<file path="src/rtl/core/ssj_pkg.sv">
// types and constants shared by the stream join cells and the top level
package ssj_pkg;

   localparam int FIELD_BITS = 64;

   localparam logic SIDE_LEFT  = 1'b0;
   localparam logic SIDE_RIGHT = 1'b1;

   typedef struct packed {
      logic                  opcode;
      logic                  key_is_null;
      logic [FIELD_BITS-1:0] join_key;
      logic [FIELD_BITS-1:0] row_payload;
   } req_type;

   typedef struct packed {
      logic [FIELD_BITS-1:0] left_row;
      logic [FIELD_BITS-1:0] right_row;
      logic [FIELD_BITS-1:0] matched_key;
      logic                  last_match;
      logic                  store_overflow;
   } rsp_type;

   typedef struct packed {
      logic load;
      logic probe_side;
      logic shift_left;
      logic shift_right;
      logic take;
   } cell_ctrl_type;

endpackage

</file>
<file path="src/rtl/core/ssj_cell.sv">
// one slot of each side's row store, with its own key compare and match flag
module ssj_cell #(
   parameter int ROWS_PER_SIDE = 64,
   parameter int KEY_BITS      = 64,
   parameter int PAYLOAD_BITS  = 64,
   parameter int INDEX         = 0,
   parameter int FW            = 7
) (
   input  logic                        clock,
   input  logic                        reset,
   input  ssj_pkg::cell_ctrl_type      ctrl,
   input  logic [KEY_BITS-1:0]         probe_key,
   input  logic [FW-1:0]               left_fill,
   input  logic [FW-1:0]               right_fill,
   input  logic [KEY_BITS-1:0]         up_left_key,
   input  logic [PAYLOAD_BITS-1:0]     up_left_pay,
   input  logic [KEY_BITS-1:0]         up_right_key,
   input  logic [PAYLOAD_BITS-1:0]     up_right_pay,
   input  logic                        grant,
   output logic [KEY_BITS-1:0]         left_key,
   output logic [PAYLOAD_BITS-1:0]     left_pay,
   output logic [KEY_BITS-1:0]         right_key,
   output logic [PAYLOAD_BITS-1:0]     right_pay,
   output logic                        pending,
   output logic [PAYLOAD_BITS-1:0]     sel_pay
);
   import ssj_pkg::*;

   localparam logic [FW-1:0] THRESH = FW'(ROWS_PER_SIDE - INDEX);

   logic [KEY_BITS-1:0]     left_key_ff, right_key_ff;
   logic [PAYLOAD_BITS-1:0] left_pay_ff, right_pay_ff;
   logic                    match_ff, match_in;
   logic                    left_valid, right_valid, opp_valid;
   logic [KEY_BITS-1:0]     opp_key;

   // newest word enters at the top cell, older ones move down
   always_ff @(posedge clock) begin
      if (ctrl.shift_left) begin
         left_key_ff <= up_left_key;
         left_pay_ff <= up_left_pay;
      end
      if (ctrl.shift_right) begin
         right_key_ff <= up_right_key;
         right_pay_ff <= up_right_pay;
      end
   end

   always_comb begin
      left_valid  = left_fill >= THRESH;
      right_valid = right_fill >= THRESH;
      opp_valid   = (ctrl.probe_side == SIDE_RIGHT) ? left_valid : right_valid;
      opp_key     = (ctrl.probe_side == SIDE_RIGHT) ? left_key_ff : right_key_ff;
      match_in    = match_ff;
      if (ctrl.load) begin
         match_in = opp_valid && (opp_key == probe_key);
      end else if (ctrl.take && grant) begin
         match_in = 1'b0;
      end
   end

   always_ff @(posedge clock) begin
      if (reset) begin
         match_ff <= 1'b0;
      end else begin
         match_ff <= match_in;
      end
   end

   assign left_key  = left_key_ff;
   assign left_pay  = left_pay_ff;
   assign right_key = right_key_ff;
   assign right_pay = right_pay_ff;
   assign pending   = match_ff;
   assign sel_pay   = grant ? ((ctrl.probe_side == SIDE_RIGHT) ? left_pay_ff : right_pay_ff)
                            : '0;

endmodule

</file>
<file path="config.mk">
export PLATFORM = sky130hd
export DESIGN_NAME = ssj_cell
export DESIGN_NICKNAME = d
export VERILOG_FILES = /design/src/rtl/core/ssj_pkg.sv /design/src/rtl/core/ssj_cell.sv
export SDC_FILE = /design/constraint.sdc
export NUM_CORES = 1
export LEC_CHECK = 0
export ABC_AREA = 1
export BUFFER_PORTS_ARGS = -buffer_cell sky130_fd_sc_hd__buf_2
export CAP_MARGIN = 20
export CORE_AREA = 2 2 261 263
export DETAILED_ROUTE_END_ITERATION = 8
export DIE_AREA = 0 0 263 265
export PLACE_DENSITY_LB_ADDON = 0.25
export REMOVE_ABC_BUFFERS = 1
export SLEW_MARGIN = 20
export SYNTH_ARGS = -nofsm -noshare
export SYNTH_HDL_FRONTEND = slang
export SYNTH_SLANG_ARGS = --single-unit
</file>
<file path="constraint.sdc">
create_clock -name clock -period 1.47 [get_ports clock]
set_input_delay 0.294 -clock clock [delete_from_list [all_inputs] [get_ports clock]]
set_output_delay 0.294 -clock clock [all_outputs]
set_load 0.01 [all_outputs]
</file>
# --- Yosys cells after proc, flatten, opt, wreduce, memory -nomap -nowiden ---
# Cells that the tools add are included.
word_totals:
  register_bits: 257
  out_inout_bits: 321
op_classes:
  n_lt_le_gt_ge: 2
  eq_ne: 1
  mux: 6
  reduce_logical: 3
op_table:
  columns: ["operator", "n"]
  rows:
  - ["64-bit two-way mux", 3]
  - ["64-bit equality test", 1]
  - ["7-bit >= comparator, second input constant", 2]
  - ["1-bit two-way mux", 3]
  - ["1-bit logical AND", 2]
  - ["2-bit nonzero test", 1]

# --- Depth between registers and ports, before layout ---
# Gate-level depths: netlist (run 1).
logic_depth:
  depth_word: 4
  depth_mapped: 14
  ltp_nobuf: 12

# --- Worst setup path before layout (run 1) ---
# No wires, ideal clock.
synth_timing:
  path_type: "input to output"
  from: "input port ctrl[3] in the netlist's numbering"
  to: "output port sel_pay[19]"
  arrival_time_ns: 1.328
  required_ns: 1.176
  slack_ns: -0.152
  path_stages: 7
  n_path_buf: 4
  path_cell_list: "inv_2 > buf_6 > buf_2 > buf_2 > clkbuf_1 > nor2_1 > nor2_1"
synth_between:
  elab_chain_len: 2
synth_lines:
  columns: ["item", "line_no", "rtl"]
  rows:
  - ["start: declaration", "ssj_cell.sv:11", "input ssj_pkg::cell_ctrl_type ctrl,"]
  - ["64-bit two-way mux (2 in series)", "ssj_cell.sv:75", "assign sel_pay = grant ? ((ctrl.probe_side == SIDE_RIGHT) ? left_pay_ff : right_pay_ff)"]
  - ["end: declaration", "ssj_cell.sv:25", "output logic [PAYLOAD_BITS-1:0] sel_pay"]
# Every way passes these cells.

# --- Worst setup path in the final report (run 1) ---
layout_timing:
  from: "register right_pay_ff[30] (netlist: right_pay[30])"
  to: "output port sel_pay[30]"
layout_between:
  elab_chain_len: 2
layout_lines:
  columns: ["item", "line_no", "rtl"]
  rows:
  - ["start: declaration", "ssj_cell.sv:32", "logic [PAYLOAD_BITS-1:0] left_pay_ff, right_pay_ff;"]
  - ["start signal: assignment", "ssj_cell.sv:45", "right_pay_ff <= up_right_pay;"]
  - ["64-bit two-way mux (2 in series)", "ssj_cell.sv:75", null]
# Every way passes these cells.

==> results of run 1 <==
[final cells by class]
cell class                      instances  area (sq um)  share of cell area, %
Sequential cell                       257          7709                  36.62
Antenna cell                            1         2.502                0.01189
Clock inverter                         16         168.9                 0.8025
Clock buffer                           44         909.6                  4.321
Multi-Input combinational cell        598          2648                  12.58
Tap cell                              873          1092                  5.189
Inverter                               69         271.5                  1.290
Timing Repair Buffer                 1072          8248                  39.18
[path summary, 6_finish.rpt]
kind,startpoint,end,cells past startpoint
setup / recovery,right_pay[30],sel_pay[30],4
hold reg to reg,pending,pending,2
hold / removal,ctrl[0],pending,4
setup reg to reg,left_key[3],pending,13
[state kept, by name, indices dropped and copies added, names as in the netlist]
| signal | count |
|---|---|
| right_pay | 64 |
| left_pay | 64 |
| right_key | 64 |
| left_key | 64 |
| pending | 1 |
[cells in the mapped netlist]
master    count
inv_1        68
buf_2         8
buf_6         4
buf_1         5
o211ai_1      5
nand4_1       8
xnor2_1       8
o21ai_0      71
nand3_1      44
buf_4         5
nand3b_1     12
inv_2         1
o21ai_1       1
dfxtp_1       1
a21o_1        3
nor2_1      160
clkbuf_1     14
nand2_1     283
a21oi_1       3
edfxtp_1    256
[kinds of logic after synthesis]
family,synth area share [%]
XOR/XNOR,0.6555
AND/OR/NAND/NOR,18.93
AO/OA/AOI/OAI,4.073
flip-flops,72.11
buffers and inverters,4.237
[critical path, stage by stage (launching register included)]
cell	delay, ns
edfxtp_1	0.40
o21ai_1	0.13
buf_4	0.14
nor2_2	0.03
buf_2	0.14
[power breakdown]
part / leakage, nW / switching [mW] / internal (mW) / total [mW]
combinational: 6.66 / 1.96 / 2.30 / 4.26
sequential: 2.51 / 0.387 / 8.74 / 9.12
clock: 0.525 / 3.38 / 4.92 / 8.30
total: 9.70 / 5.73 / 16.0 / 21.7
[routing by layer]
layer | vias up | wire length (um) | track usage (%)
met2 | 474 | 25960 | 25.08
met3 | 75 | 3584 | 3.484
met5 | - | 32 | 0
met4 | 6 | 1094 | 4.000
li1 | 5386 | - | -
met1 | 5291 | 19740 | 15.62
[per-stage QoR]
stage / setup slack [ns] / total power [mW] / utilization (%) / std cells
CTS: -0.2774 / 21.85 / 30.90 / 2919
floorplan: -0.7147 / 10.17 / - / 924
detailed placement: -0.6367 / 12.32 / 23.73 / 2553
global route: -0.3402 / 22.61 / 31.51 / 2929
finish: -0.2141 / 21.68 / 31.51 / 2930
global placement: -0.6808 / 12.31 / 23.73 / 2553
[what timing repair did]
item                       in CTS  in global routing
cloned                          3                  0
hold buffers                  257                  0
buffers inserted               53                 25
resized for setup             226                 92
hold endpoints to repair      257                  0
setup endpoints to repair     136                157
pin swaps                      26                 24
==> results.json, run 1 <==
{
  "slew_headroom_pct": 77.27,
  "dr.pass1.iters": 5,
  "grt_usage_pct": 13.69,
  "reg2reg_setup_slack_ns": -0.14,
  "rsz0062_at_grt": "true",
  "violations": "setup timing",
  "final_cell_mix": "buf_2 (563), nand2_1 (278), dlygate4sd3_1 (257)",
  "die_h_um": 265,
  "critPathRequiredTime_ns": 1.18,
  "finalMaxSlewViolations": 0,
  "post_drt_wl_per_cell_um": 17.20,
  "io-pin-count": 663,
  "cts_tree": "built",
  "syn_inst": 960,
  "finalSetupViolCount": 144,
  "final_hold_viol_count": 0,
  "gp_congestion": 0.8591,
  "start_kind": "flip-flop",
  "cts_buffer_depth": 3,
  "hold_slack_ns": 0.1113,
  "drt-initial-drc-count": 618,
  "outcome": "finished with violations",
  "clk_latency_ns": 0.54,
  "finalCritPeriodShare_pct": 114.6,
  "fin_ws_ns": -0.2141,
  "critPathKind": "flip-flop to primary output",
  "synth_cell_type_count": 20,
  "clockRootBuffer": "clkbuf_16",
  "cts.sinks": 257,
  "final_common_cell": "buf_2",
  "dpl.hpwl_mm": 37.18,
  "power_density_nw_per_um2": 1030,
  "critPathArrivalTime_ns": 1.39,
  "clkTransAtPathRegs_ns": 0.06,
  "drc": 0,
  "ys_top_cells_by_area": "edfxtp_1 (72%), nand2_1 (9.9%), nor2_1 (5.6%)",
  "clock_skew_ns": 0.01699,
  "die_w_um": 263,
  "syn_area_sq_um": 10690,
  "dpl_cell_area_sq_um": 15850,
  "ir_drop_mv": 0.8116,
  "ys_seq_elements": 257,
  "syn_to_final_growth_pct": 96.92,
  "ys_seq_area_share_pct": 72.11,
  "cts_htree_levels": 2,
  "core_sq_um": 66800,
  "grt_pass1_vias": 11740,
  "grt_start_max_net_pins": 31,
  "initial_utilization_pct": 16.00,
  "period_minus_slack_ns": 1.684,
  "ant_nets": 0,
  "cts_buffers": 34,
  "tns_ns": -8.568,
  "clock.fmax_mhz": 593.8,
  "cap_violations": 0,
  "leakage_nw": 9.699,
  "synth_top_area_share_pct": 71.92,
  "die_area_sq_um": 69700,
  "tightest_slew_ns": 0.3409,
  "wirelength_mm": 50.41,
  "vias": 11230,
  "routed_via_density": 3.833,
  "yosys_warnings": 0,
  "drive_above_1_share_pct": 43.29,
  "synth_top_area_cell": "edfxtp_1",
  "min_path_type": "primary input to flip-flop",
  "io_buffers": 650,
  "gr-total-overflow": 0,
  "final_area_sq_um": 21050,
  "end_kind": "primary output",
  "fillers": 6871,
  "cp_max_fo": 2,
  "grt_pass1_wl_mm": 72.04,
  "syn_area_per_cell_sq_um": 11.13,
  "layout.nets": 2374,
  "antenna_found_initial": 4,
  "fp-row-count": 95
}
(Power assumes the default switching activity.)
==> run 2: changes to the inputs <==
--- a/config.mk
+++ b/config.mk
@@ -8,9 +8,10 @@
 export ABC_AREA = 1
 export BUFFER_PORTS_ARGS = -buffer_cell sky130_fd_sc_hd__buf_2
 export CAP_MARGIN = 20
-export CORE_AREA = 2 2 261 263
+export CORE_AREA = 2 2 258 260
+export CTS_BUF_LIST = sky130_fd_sc_hd__clkbuf_4 sky130_fd_sc_hd__clkbuf_8
 export DETAILED_ROUTE_END_ITERATION = 8
-export DIE_AREA = 0 0 263 265
+export DIE_AREA = 0 0 260 262
 export PLACE_DENSITY_LB_ADDON = 0.25
 export REMOVE_ABC_BUFFERS = 1
 export SLEW_MARGIN = 20
==> run 2 against run 1 <==
  * The run still ends with setup timing left
  * Die area is 2.3% lower
  * Register-to-register slack worse by 0.10 ns
  * Cell area is 1.7% higher
  * Power is 1.6% lower
  * Sequential share of layout area is 0.62 points lower
  * Combinational power is 4% higher
==> results.json, run 2 (synthesized netlist as in run 1, its figures left out) <==
{
  "outcome": "finished with violations",
  "violations": "setup timing",
  "leakage_nw": 9.898,
  "hold_depth": 2,
  "r2r_cells": 11,
  "wirelength_mm": 50.41,
  "drt-initial-drc-count": 522,
  "vias": 11520,
  "grt_pass1_wl_mm": 70.26,
  "clockRootBuffer": "clkbuf_8",
  "clock_skew_ns": 0.04307,
  "critPathArrivalTime_ns": 1.48,
  "finalMaxSlewViolations": 0,
  "finalCritPeriodShare_pct": 120.4,
  "cp_cell_sequence": "o21ai_2 > nor2_1 > buf_2",
  "die_area_sq_um": 68120,
  "core_sq_um": 65280,
  "cp_slowest_cell": "edfxtp_1",
  "layout.nets": 2427,
  "fin_ws_ns": -0.2993,
  "final_common_cell": "buf_2",
  "dpl.hpwl_mm": 37.82,
  "finalSetupViolCount": 246,
  "cts_tree": "built",
  "final_hold_viol_count": 0,
  "tightest_slew_ns": 0.2639,
  "initial_utilization_pct": 16.38,
  "drc": 0,
  "post_drt_wl_per_cell_um": 16.81,
  "cts_buffers": 51,
  "syn_to_final_growth_pct": 100.3,
  "clk_latency_ns": 0.64,
  "ant_nets": 0,
  "grt_usage_pct": 13.74,
  "final_area_sq_um": 21410,
  "dr.pass1.iters": 5,
  "ir_drop_mv": 0.7206,
  "gr-total-overflow": 0,
  "rsz0062_at_grt": "true",
  "start_kind": "flip-flop",
  "clkTransAtPathRegs_ns": 0.06,
  "final_cell_mix": "buf_2 (536), nand2_1 (282), dlygate4sd3_1 (260)",
  "die_h_um": 262,
  "cts.sinks": 257,
  "critPathKind": "flip-flop to primary output",
  "min_path_type": "primary input to flip-flop",
  "period_minus_slack_ns": 1.769,
  "io_buffers": 650,
  "dpl_cell_area_sq_um": 15880,
  "cts_buffer_depth": 3,
  "fillers": 6598,
  "antenna_found_initial": 9,
  "hold_slack_ns": 0.1007,
  "end_kind": "primary output",
  "slew_headroom_pct": 82.22,
  "max_stage_delay_ns": 0.45,
  "critPathRequiredTime_ns": 1.18,
  "drive_above_1_share_pct": 45.39,
  "die_w_um": 260,
  "gp_congestion": 0.8820,
  "routed_via_density": 3.841,
  "clock.fmax_mhz": 565.2,
  "grt_start_max_net_pins": 37,
  "reg2reg_setup_slack_ns": -0.24,
  "cts_htree_levels": 2,
  "fp-row-count": 94,
  "io-pin-count": 663,
  "power_density_nw_per_um2": 996.4,
  "cp_max_fo": 2,
  "cap_violations": 0,
  "grt_pass1_vias": 11980
}
==> run 2: area by class of cell <==
class	count	area, sq um	share of cell area [%]
multi-input combinational	598	2644	12.35
antenna	9	22.52	0.1052
clock inverter	26	234.0	1.093
timing repair buffer	1108	8625	40.29
inverter	69	264.0	1.233
tap	864	1081	5.050
clock buffer	68	829.5	3.875
sequential	257	7707	36.00
==> run 2: through the flow <==
stage | instances | setup TNS (ns) | setup slack, ns | total power, mW | utilization [%]
after floorplan | 924 | -25.04 | -0.7147 | 10.17 | -
after global placement | 2542 | -18.10 | -0.6365 | 12.33 | 24.32
after detailed placement | 2542 | -18.15 | -0.6701 | 12.33 | 24.32
after CTS | 2975 | -48.28 | -0.3934 | 21.47 | 32.11
after global routing | 2996 | -51.00 | -0.4150 | 22.31 | 32.78
final | 2999 | -25.77 | -0.2993 | 21.33 | 32.79
==> run 2: power by group <==
group	total (mW)	switching (mW)	internal [mW]	leakage (nW)
registers	9.14	0.396	8.74	2.51
logic	4.41	1.99	2.42	6.82
clock network	7.79	3.40	4.39	0.562
total	21.3	5.79	15.5	9.90
==> run 2: worst max-delay path: cells and delay by family (launching register included) <==
family	cells	cell delay [ns]
DFF	1	0.45
AOI/OAI and AO/OA	1	0.19
buffers and inverters	1	0.13
and+or+nand+nor	1	0.06
==> run 2: final timing paths <==
path,startpoint,to
min reg2reg,left_key[50],pending
max,right_pay[51],sel_pay[51]
max reg2reg,left_key[37],pending
min,ctrl[2],left_pay[38]
==> run 2: repair_timing <==
item / 4_1_cts / 5_1_grt
pin swaps: 32 / 22
endpoints found under the hold margin: 267 / 0
hold buffers: 260 / 0
endpoints found under the setup margin: 321 / 321
resized for setup: 252 / 78
setup buffers: 80 / 21
gates cloned: 0 / 1
==> run 2: per-layer routing <==
layer | track usage (%) | routed length [um]
met1 | 15.30 | 19320
met2 | 24.30 | 25730
met3 | 4.051 | 3668
met4 | 5.971 | 1666
met5 | 0 | 23
